--- src/design/gsc_pkg.sv ---
// Shared types, codes and constants for the GET/SET command parser.
// No dependencies; compile first.
package gsc_pkg;

  localparam int ByteW  = 8;
  localparam int KindW  = 3;
  localparam int CauseW = 2;
  localparam int PhaseW = 3;

  // Parser phases
  localparam logic [PhaseW-1:0] PH_OP0  = 3'd0;
  localparam logic [PhaseW-1:0] PH_OP1  = 3'd1;
  localparam logic [PhaseW-1:0] PH_OP2  = 3'd2;
  localparam logic [PhaseW-1:0] PH_SEP  = 3'd3;
  localparam logic [PhaseW-1:0] PH_KEY  = 3'd4;
  localparam logic [PhaseW-1:0] PH_VAL  = 3'd5;
  localparam logic [PhaseW-1:0] PH_DONE = 3'd6;

  // Result kinds
  localparam logic [KindW-1:0] K_NONE  = 3'd0;
  localparam logic [KindW-1:0] K_KEY   = 3'd1;
  localparam logic [KindW-1:0] K_VALUE = 3'd2;
  localparam logic [KindW-1:0] K_GETOK = 3'd3;
  localparam logic [KindW-1:0] K_SETOK = 3'd4;
  localparam logic [KindW-1:0] K_ERROR = 3'd5;

  // Error causes
  localparam logic [CauseW-1:0] C_BADOP = 2'd0;
  localparam logic [CauseW-1:0] C_NOKEY = 2'd1;
  localparam logic [CauseW-1:0] C_NOVAL = 2'd2;

  typedef struct packed {
    logic [PhaseW-1:0] phase;
    logic              get_match;
    logic              set_match;
    logic              field_started;
    logic              failed;
    logic [CauseW-1:0] fail_cause;
  } gsc_state_t;

  typedef struct packed {
    logic [KindW-1:0]  kind;
    logic [ByteW-1:0]  data;
    logic [CauseW-1:0] error_cause;
  } gsc_result_t;

  localparam gsc_state_t STATE_RESET = '{
    phase:         PH_OP0,
    get_match:     1'b1,
    set_match:     1'b1,
    field_started: 1'b0,
    failed:        1'b0,
    fail_cause:    C_BADOP
  };

  // Operator words, upper case, indexed by operator byte position
  function automatic logic [ByteW-1:0] get_char(input logic [1:0] idx);
    case (idx)
      2'd0:    get_char = 8'h47; // G
      2'd1:    get_char = 8'h45; // E
      default: get_char = 8'h54; // T
    endcase
  endfunction

  function automatic logic [ByteW-1:0] set_char(input logic [1:0] idx);
    case (idx)
      2'd0:    set_char = 8'h53; // S
      2'd1:    set_char = 8'h45; // E
      default: set_char = 8'h54; // T
    endcase
  endfunction

  function automatic logic is_ws(input logic [ByteW-1:0] c);
    is_ws = (c == 8'd32) || ((c >= 8'd9) && (c <= 8'd13));
  endfunction

  function automatic logic [ByteW-1:0] fold(input logic [ByteW-1:0] c);
    fold = ((c >= 8'h61) && (c <= 8'h7a)) ? (c - 8'd32) : c;
  endfunction

endpackage

--- src/design/gsc_if.sv ---
// Valid/ready channel interfaces for command bytes and parser results.
// Depends on gsc_pkg.
interface gsc_in_if;
  import gsc_pkg::*;
  logic             valid;
  logic             ready;
  logic [ByteW-1:0] ch;

  modport source (output valid, output ch, input ready);
  modport sink   (input valid, input ch, output ready);
endinterface

interface gsc_out_if;
  import gsc_pkg::*;
  logic              valid;
  logic              ready;
  logic [KindW-1:0]  kind;
  logic [ByteW-1:0]  data;
  logic [CauseW-1:0] error_cause;

  modport source (output valid, output kind, output data, output error_cause, input ready);
  modport sink   (input valid, input kind, input data, input error_cause, output ready);
endinterface

--- src/design/gsc_step.sv ---
// Next-state and result logic for one command byte.
// Depends on gsc_pkg.
module gsc_step import gsc_pkg::*; (
  input  logic [ByteW-1:0] ch,
  input  gsc_state_t       cur,
  output gsc_state_t       nxt,
  output gsc_result_t      res
);

  logic             ws;
  logic [ByteW-1:0] f;

  assign ws = is_ws(ch);
  assign f  = fold(ch);

  always_comb begin
    nxt = cur;
    res = '0;
    if (ch == '0) begin
      // terminator: report verdict, return to reset state
      res.kind        = K_ERROR;
      res.error_cause = C_BADOP;
      if (cur.failed) begin
        res.error_cause = cur.fail_cause;
      end else begin
        case (cur.phase)
          PH_SEP: begin
            res.error_cause = (cur.get_match || cur.set_match) ? C_NOKEY : C_BADOP;
          end
          PH_KEY: begin
            if (!cur.field_started) res.error_cause = C_NOKEY;
            else if (cur.get_match) res.kind = K_GETOK;
            else res.error_cause = C_NOVAL;
          end
          PH_VAL: begin
            if (!cur.field_started) res.error_cause = C_NOVAL;
            else res.kind = K_SETOK;
          end
          PH_DONE: begin
            res.kind = cur.get_match ? K_GETOK : K_SETOK;
          end
          default: ;
        endcase
      end
      if (res.kind != K_ERROR) res.error_cause = C_BADOP;
      nxt = STATE_RESET;
    end else if (!cur.failed) begin
      case (cur.phase)
        PH_OP0, PH_OP1, PH_OP2: begin
          if (ws) begin
            nxt.failed     = 1'b1;
            nxt.fail_cause = C_BADOP;
          end else begin
            if (f != get_char(cur.phase[1:0])) nxt.get_match = 1'b0;
            if (f != set_char(cur.phase[1:0])) nxt.set_match = 1'b0;
            nxt.phase = cur.phase + 3'd1;
          end
        end
        PH_SEP: begin
          if (!ws || !(cur.get_match || cur.set_match)) begin
            nxt.failed     = 1'b1;
            nxt.fail_cause = C_BADOP;
          end else begin
            nxt.phase         = PH_KEY;
            nxt.field_started = 1'b0;
          end
        end
        PH_KEY: begin
          if (ws) begin
            nxt.phase         = cur.get_match ? PH_DONE : PH_VAL;
            nxt.field_started = 1'b0;
          end else begin
            nxt.field_started = 1'b1;
            res.kind          = K_KEY;
            res.data          = ch;
          end
        end
        PH_VAL: begin
          nxt.field_started = 1'b1;
          if (ws) begin
            nxt.phase = PH_DONE;
          end else begin
            res.kind = K_VALUE;
            res.data = ch;
          end
        end
        default: ;
      endcase
    end
  end

endmodule

--- src/design/get_set_command_parser.sv ---
// GET/SET command parser, one result item per command byte.
// Result: registered, valid in the output register in the cycle after byte accept.
// Throughput: 1 byte per cycle while out_chan.ready is high; the output register refills in the cycle it drains.
// Reset: synchronous active-low rst_n clears parser state and output valid.
// Depends on gsc_pkg, gsc_if and gsc_step.
module get_set_command_parser import gsc_pkg::*; (
  input  logic       clk,
  input  logic       rst_n,
  gsc_in_if.sink     in_chan,
  gsc_out_if.source  out_chan
);

  gsc_state_t  state_r;
  gsc_state_t  state_nxt;
  gsc_result_t res_nxt;
  gsc_result_t res_r;
  logic        out_valid_r;
  logic        in_fire;

  gsc_step u_step (
    .ch  (in_chan.ch),
    .cur (state_r),
    .nxt (state_nxt),
    .res (res_nxt)
  );

  assign in_chan.ready = !out_valid_r || out_chan.ready;
  assign in_fire       = in_chan.valid && in_chan.ready;

  always_ff @(posedge clk) begin
    if (!rst_n) begin
      state_r     <= STATE_RESET;
      out_valid_r <= 1'b0;
    end else if (in_fire) begin
      state_r     <= state_nxt;
      out_valid_r <= 1'b1;
    end else if (out_chan.ready) begin
      out_valid_r <= 1'b0;
    end
  end

  // payload loads on every accepted item
  always_ff @(posedge clk) begin
    if (in_fire) res_r <= res_nxt;
  end

  assign out_chan.valid       = out_valid_r;
  assign out_chan.kind        = res_r.kind;
  assign out_chan.data        = res_r.data;
  assign out_chan.error_cause = res_r.error_cause;

endmodule

--- src/flat_wrapper.sv ---
// flat-port wrapper written by rule: the top's interface ports become plain ports
module get_set_command_parser_flat import gsc_pkg::*;
  (clk, rst_n, in_chan_valid, in_chan_ch, in_chan_ready, out_chan_valid, out_chan_kind, out_chan_data, out_chan_error_cause, out_chan_ready);
  gsc_in_if in_chan_i ();
  gsc_out_if out_chan_i ();
  input  logic clk;
  input  logic rst_n;
  input wire logic [$bits(in_chan_i.valid)-1:0] in_chan_valid;
  input wire logic [$bits(in_chan_i.ch)-1:0] in_chan_ch;
  output wire logic [$bits(in_chan_i.ready)-1:0] in_chan_ready;
  output wire logic [$bits(out_chan_i.valid)-1:0] out_chan_valid;
  output wire logic [$bits(out_chan_i.kind)-1:0] out_chan_kind;
  output wire logic [$bits(out_chan_i.data)-1:0] out_chan_data;
  output wire logic [$bits(out_chan_i.error_cause)-1:0] out_chan_error_cause;
  input wire logic [$bits(out_chan_i.ready)-1:0] out_chan_ready;
  assign in_chan_i.valid = in_chan_valid;
  assign in_chan_i.ch = in_chan_ch;
  assign in_chan_ready = in_chan_i.ready;
  assign out_chan_valid = out_chan_i.valid;
  assign out_chan_kind = out_chan_i.kind;
  assign out_chan_data = out_chan_i.data;
  assign out_chan_error_cause = out_chan_i.error_cause;
  assign out_chan_i.ready = out_chan_ready;
  get_set_command_parser u_core (.clk(clk), .rst_n(rst_n), .in_chan(in_chan_i), .out_chan(out_chan_i));
endmodule
--- config.mk ---
export PLATFORM = sky130hd
export DESIGN_NAME = get_set_command_parser_flat
export DESIGN_NICKNAME = d
export VERILOG_FILES = /design/src/design/gsc_pkg.sv /design/src/design/gsc_if.sv /design/src/design/gsc_step.sv /design/src/design/get_set_command_parser.sv /design/src/flat_wrapper.sv
export SDC_FILE = /design/constraint.sdc
export NUM_CORES = 1
export LEC_CHECK = 0
export BUFFER_PORTS_ARGS = -buffer_cell sky130_fd_sc_hd__buf_2
export CORE_ASPECT_RATIO = 1.5
export CORE_MARGIN = 3
export CORE_UTILIZATION = 56
export CTS_CLUSTER_DIAMETER = 40
export DETAILED_ROUTE_END_ITERATION = 10
export PLACE_DENSITY_LB_ADDON = 0.25
export SYNTH_ARGS = -nofsm -noshare
export SYNTH_HDL_FRONTEND = slang
export SYNTH_HIERARCHICAL = 1
export SYNTH_SLANG_ARGS = --single-unit
--- constraint.sdc ---
create_clock -name clk -period 3.2 [get_ports clk]
set_input_delay 0.16 -clock clk [delete_from_list [all_inputs] [get_ports clk]]
set_output_delay 0.16 -clock clk [all_outputs]
set_load 0.1 [all_outputs]
**After elaboration in Yosys (flattened, before gate mapping)**

Cells that the tools add are included.

- Register bits: 23
- Output and inout port bits: 15
- Input bits: 12
- Word-level logic and storage cells: 112

- Multiplexer cells: 48
- Reductions and logical operators: 28
- Order comparisons: 4
- Bitwise gates (word level): 1
- Add/sub/neg operators: 2
- Equality and inequality tests: 19

Operators with widths:

| cell | number |
|---|---|
| $mux W8 | 9 |
| $mux W3 | 11 |
| $mux W9 | 3 |
| $pmux W11 S2 | 1 |
| $ne A3 B3 Y1 const B | 7 |
| $pmux W5 S2 | 2 |
| $ne A8 B8 Y1 | 2 |
| $reduce_and A5 Y1 | 3 |
| $mux W2 | 6 |
| $pmux W3 S4 | 1 |
| $mux W11 | 1 |
| $mux W10 | 1 |
| $eq A3 B3 Y1 const B | 3 |
| $pmux W3 S3 | 1 |
| $eq A8 B6 Y1 const B | 1 |
| $ge A8 B4 Y1 const B | 1 |
| $ge A8 B7 Y1 const B | 1 |
| $le A8 B4 Y1 const B | 1 |
| $le A8 B7 Y1 const B | 1 |
| $logic_not A8 Y1 | 1 |
| $mux W1 | 8 |
| $reduce_bool A2 Y1 | 4 |
| $sub A8 B6 Y8 const B | 1 |
| $reduce_and A7 Y1 | 1 |
| 22 further kinds | 31 |

**Depth between registers and ports, before layout**

- Depth in word-level cells: 13
- Gate-level depth with buffers: 12
- Mapped depth without buffers: 12

**Cells and area by module**

Netlist, hierarchy kept.

By module, submodules not included:

| module | area each (um^2) | seq. area each (um^2) | cells an instance | times used |
|---|---|---|---|---|
| gsc_step | 996.0 | 0.0 | 152 | 1 |
| get_set_command_parser | 800.8 | 590.6 | 57 | 1 |

**Least setup slack after synthesis**

No wires, ideal clock.

- Path type: input to register
- From: input port in_chan_ch[6]
- To: register u_core/state_r[6] (netlist bit)
- Required time: 3,077 ps
- Slack: 865 ps
- Arrival time: 2,212 ps
- Buffers on the path: 0
- Cell stages on the path: 12
- Setup time: 123 ps
- Cells stage by stage: inv_1 > ha_1 > or4b_1 > or2_4 > a21oi_4 > inv_2 > ha_1 > a32o_1 > a22oi_1 > o22ai_1 > nand2_1 > mux2i_1

RTL lines:

| item | RTL line | text |
|---|---|---|
| start, declared | flat_wrapper.sv:9 | `input wire logic [$bits(in_chan_i.ch)-1:0] in_chan_ch;` |
| end signal, assigned | get_set_command_parser.sv:35 | `state_r <= state_nxt;` |
| end, declared | get_set_command_parser.sv:13 | `gsc_state_t state_r;` |

**Final worst setup path**

- From: register u_core/state_r[6] (netlist bit)
- To: register u_core/state_r[5] (netlist bit)

- Word-level cells in the longest chain between the ends: 9
- Elaborated cells on any way between the ends: 15
- Those cells by class: eq/ne: 4; mux: 5; reduce/logical: 6

RTL lines:

| item | RTL line | text |
|---|---|---|
| $eq A2 B1 Y1 or $logic_not A2 Y1 (tied branches) | gsc_pkg.sv:58 | `case (idx)` |
| $pmux W5 S2 | gsc_pkg.sv:58 |  |
| $mux W8 | gsc_step.sv:50 | `if (ws) begin` |
| $mux W8 | gsc_step.sv:48 | `case (cur.phase)` |
| $mux W8 | gsc_step.sv:47 | `end else if (!cur.failed) begin` |
| $mux W8 | gsc_step.sv:19 | `if (ch == '0) begin` |
| $ne A8 B8 Y1 | gsc_step.sv:54 | `if (f != get_char(cur.phase[1:0])) nxt.get_match = 1'b0;` |
| $reduce_bool A2 Y1 (no line) | -- |  |
| $reduce_and A5 Y1 (no line) * | -- |  |

Every way passes the cells marked *; elsewhere a longest branch is shown, timed or not. The select of a mux whose other input is x is not followed.
A chain may end at the register's enable or synchronous reset.

==> results.yml <==
setup_path:
  end_kind: "flip-flop"
  worstPathArrival_ps: 2760
  r2r_end: "u_core/state_r[5]"
  path_max_fanout: 10
  cp-start-kind: "flip-flop"
  cp.required_ps: 3390
  cp_cell_sequence: "inv_1 > ha_1 > or2_2 > xor2_1 > nor4_1 > a41oi_1 > a22oi_1 > nand3_1 > o211ai_1"
  regToRegSetupSlack_ps: 630
  r2r_cells: 9
  slowest_delay_ps: 500
  critical_path_class: "flip-flop to flip-flop"
  timing.rr.start: "u_core/state_r[6]"
  cp_slowest_cell: "dfxtp_1"
synth:
  synth_cell_type_count: 53
  ys.flop_type: "edfxtp_1"
  synth_top_area_share: 0.2173
  yosys_warnings: 6
  synth-edff-count: 13
  synth_seq_area_share: 0.3287
  syn_nets: 231
  synth-async-reset-ratio: 0
  syn-cell-area_mm2: 0.001797
  synth_cells: 209
  avgSynthCellArea_um2: 8.597
  ys_top_cells_by_area: "edfxtp_1 (22%), dfxtp_1 (11%), ha_1 (7.0%), nand2_1 (4.6%), a21oi_1 (4.5%)"
  yosys_register_bits: 23
  synth_top_area_cell: "edfxtp_1"
cells_and_area:
  layout_commonest_cell: "buf_2"
  multi_input_area_mm2: 0.001071
  layout_common_cells: "buf_2 (26), nand2_1 (22), a21oi_1 (16)"
  layout.nets: 247
  insertedDiodeCount: 0
  drive_above_1_share: 0.1875
  syn_to_final_growth_pct: 7.939
  regArea_um2: 590.6
  fillers: 246
power_and_ir_drop:
  p_clk_frac: 0.181
  power.density_mw_per_mm2: 527.2
  seqPwrFrac: 0.351
  power.total_w: 0.001022
  p_leak_nw: 0.7869
  power.internal_w: 0.0005849
  p_comb_frac: 0.468
  p_switching_w: 0.0004375
  sw_frac_of_total: 0.4279
  ir_worst_vdd_uv: 421.8
clocking:
  clock_sinks: 23
  cts_buffers: 3
  hold_buffers: 0
  clk_pin_slew_ps: 80
  insertion_delay_ps: 260
  cts_tree: "yes"
  cts-root-buf: "clkbuf_8"
  h-tree-depth: 1
  cts_buffer_depth: 2
  cts_resized: 0
  cts_setup_buffers: 0
floorplan:
  start_util: 0.5983
  rows: 24
  coreArea_mm2: 0.003003
  die_w_um: 52.25
  die_height_um: 75.37
  die_area_mm2: 0.003938
  io_pins: 27
grt:
  grt_pass1_wl_mm: 7.307
  grt_usage: 0.2419
  antenna_found_initial: 0
  grt_start_max_net_pins: 23
  gr-total-overflow: 0
  grt_pass1_vias: 1622
status:
  status: "complete, no violations"
routing:
  vias: 1701
  wl_per_cell_um: 16.98
  drt_iter0_markers: 161
  dr.pass1.iters: 5
  antenna_left: 0
  drc_errors: 0
  wirelength_mm: 4.466
  vias_per_cell: 6.468
min_path:
  worstHoldStart: "in_chan_valid"
  holdCritPathClass: "primary input to flip-flop"
  holdPathEnd: "u_core/out_chan.valid"
  hold-path-cell-count: 3
timing:
  rsz0062_at_grt: "false"
  worst-slew-pin-transition_ps: 621.1
  slew_violations: 0
  relSlewSlack: 0.5821
  skew_ps: 4.330
  final_hold_viol_count: 0
  setup_viol: 0
  period_minus_slack_ps: 2567
  finalSetupTns_ps: 0
  finalCritPeriodShare: 0.8021
  holdWs_ps: 180.0
  fmax_mhz: 389.6
place:
  io_buffers: 26
  gp_congestion: 1.009
  place_hpwl_mm: 3.373
flow_run:
  cap_violations: 0
[state kept, by name, summed over array words and instances (netlist names)]
| name | flops |
|---|---|
| u_core/out_chan.data | 8 |
| u_core/out_chan.error_cause | 2 |
| u_core/out_chan.kind | 3 |
| u_core/out_chan.valid | 1 |
| u_core/state_r | 9 |
[critical path, delay by kind of cell (launching register included)]
kind / cells / cell delay [ps]
and+or+nand+nor: 3 / 860
DFF: 1 / 500
AOI/OAI and AO/OA: 3 / 470
adders and majority gates: 1 / 340
xor gates and xnor gates: 1 / 170
buffers and inverters: 1 / 160
[Yosys cell counts (2+ instances only)]
| master | count |
|---|---|
| mux2i_1 | 8 |
| or2_2 | 2 |
| a21oi_1 | 16 |
| buf_2 | 3 |
| ha_1 | 10 |
| nand2_1 | 22 |
| nor3_1 | 7 |
| o2111ai_1 | 2 |
| buf_6 | 3 |
| nor4_1 | 4 |
| and2_1 | 5 |
| o31ai_1 | 2 |
| and3_1 | 5 |
| nor2b_1 | 3 |
| xor2_1 | 3 |
| inv_1 | 13 |
| nor2_1 | 10 |
| or3_1 | 2 |
| o211ai_1 | 5 |
| nand3_1 | 4 |
| o21ai_0 | 8 |
| a22oi_1 | 3 |
| nand2b_1 | 3 |
| dfxtp_1 | 10 |
| o2bb2ai_1 | 3 |
| xnor2_1 | 2 |
| a211oi_1 | 3 |
| o22ai_1 | 3 |
| edfxtp_1 | 13 |
| clkbuf_1 | 9 |
[through the flow]
stage	util	setup slack [ps]	area, um2	instances
4_1_cts	0.6458	669.1	1939	263
2_1_floorplan	-	864.9	1797	209
5_1_grt	0.6458	473.3	1939	263
3_5_place_dp	0.6304	529.1	1893	259
3_3_place_gp	0.6304	600.2	1893	259
6_report	0.6458	633.3	1939	263
[power groups by stage]
stage          Combinational [W]  Sequential (W)  Clock [W]
3_3_place_gp            0.000449        0.000365          0
6_report                0.000478        0.000359   0.000185
4_1_cts                 0.000465        0.000360   0.000190
3_5_place_dp            0.000462        0.000366          0
2_1_floorplan           0.000317        0.000422          0
5_1_grt                 0.000515        0.000363   0.000196
[layer usage]
layer  wire length, um  track usage
met3               367      0.02544
met2              2292       0.4517
met5                 0            0
met1              1623       0.2715
met4               182       0.1108
[cell type report]
| type | count | area share |
|---|---|---|
| Inverter | 14 | 0.02710 |
| Clock buffer | 3 | 0.02129 |
| Timing Repair Buffer | 26 | 0.06710 |
| Multi-Input combinational cell | 157 | 0.5523 |
| Clock inverter | 1 | 0.002581 |
| Tap cell | 39 | 0.02516 |
| Sequential cell | 23 | 0.3045 |
[worst max-delay path by stage]
stage | start | endpoint | slack [ps] | cells after the start
detailed placement | in_chan_ch[6] | u_core/state_r[6] | 530 | 13
finish | u_core/state_r[6] | u_core/state_r[5] | 630 | 9
global placement | in_chan_ch[6] | u_core/state_r[6] | 600 | 13
floorplan | in_chan_ch[6] | u_core/state_r[6] | 860 | 12
CTS | u_core/state_r[6] | u_core/state_r[5] | 670 | 9
global route | u_core/state_r[6] | u_core/state_r[5] | 470 | 9
[cells by family (layout without fill, tap and decap cells)]
kind of cell | after synthesis | count (layout) | synth area share
and+or+nand+nor | 74 | 74 | 0.2201
AOI/OAI and AO/OA | 60 | 60 | 0.2375
buffers and inverters | 29 | 44 | 0.07520
DFF | 23 | 23 | 0.3287
adders and majority gates | 10 | 10 | 0.06964
muxes | 8 | 8 | 0.04457
xor gates and xnor gates | 5 | 5 | 0.02438
Power figures use the tool's default switching activity.
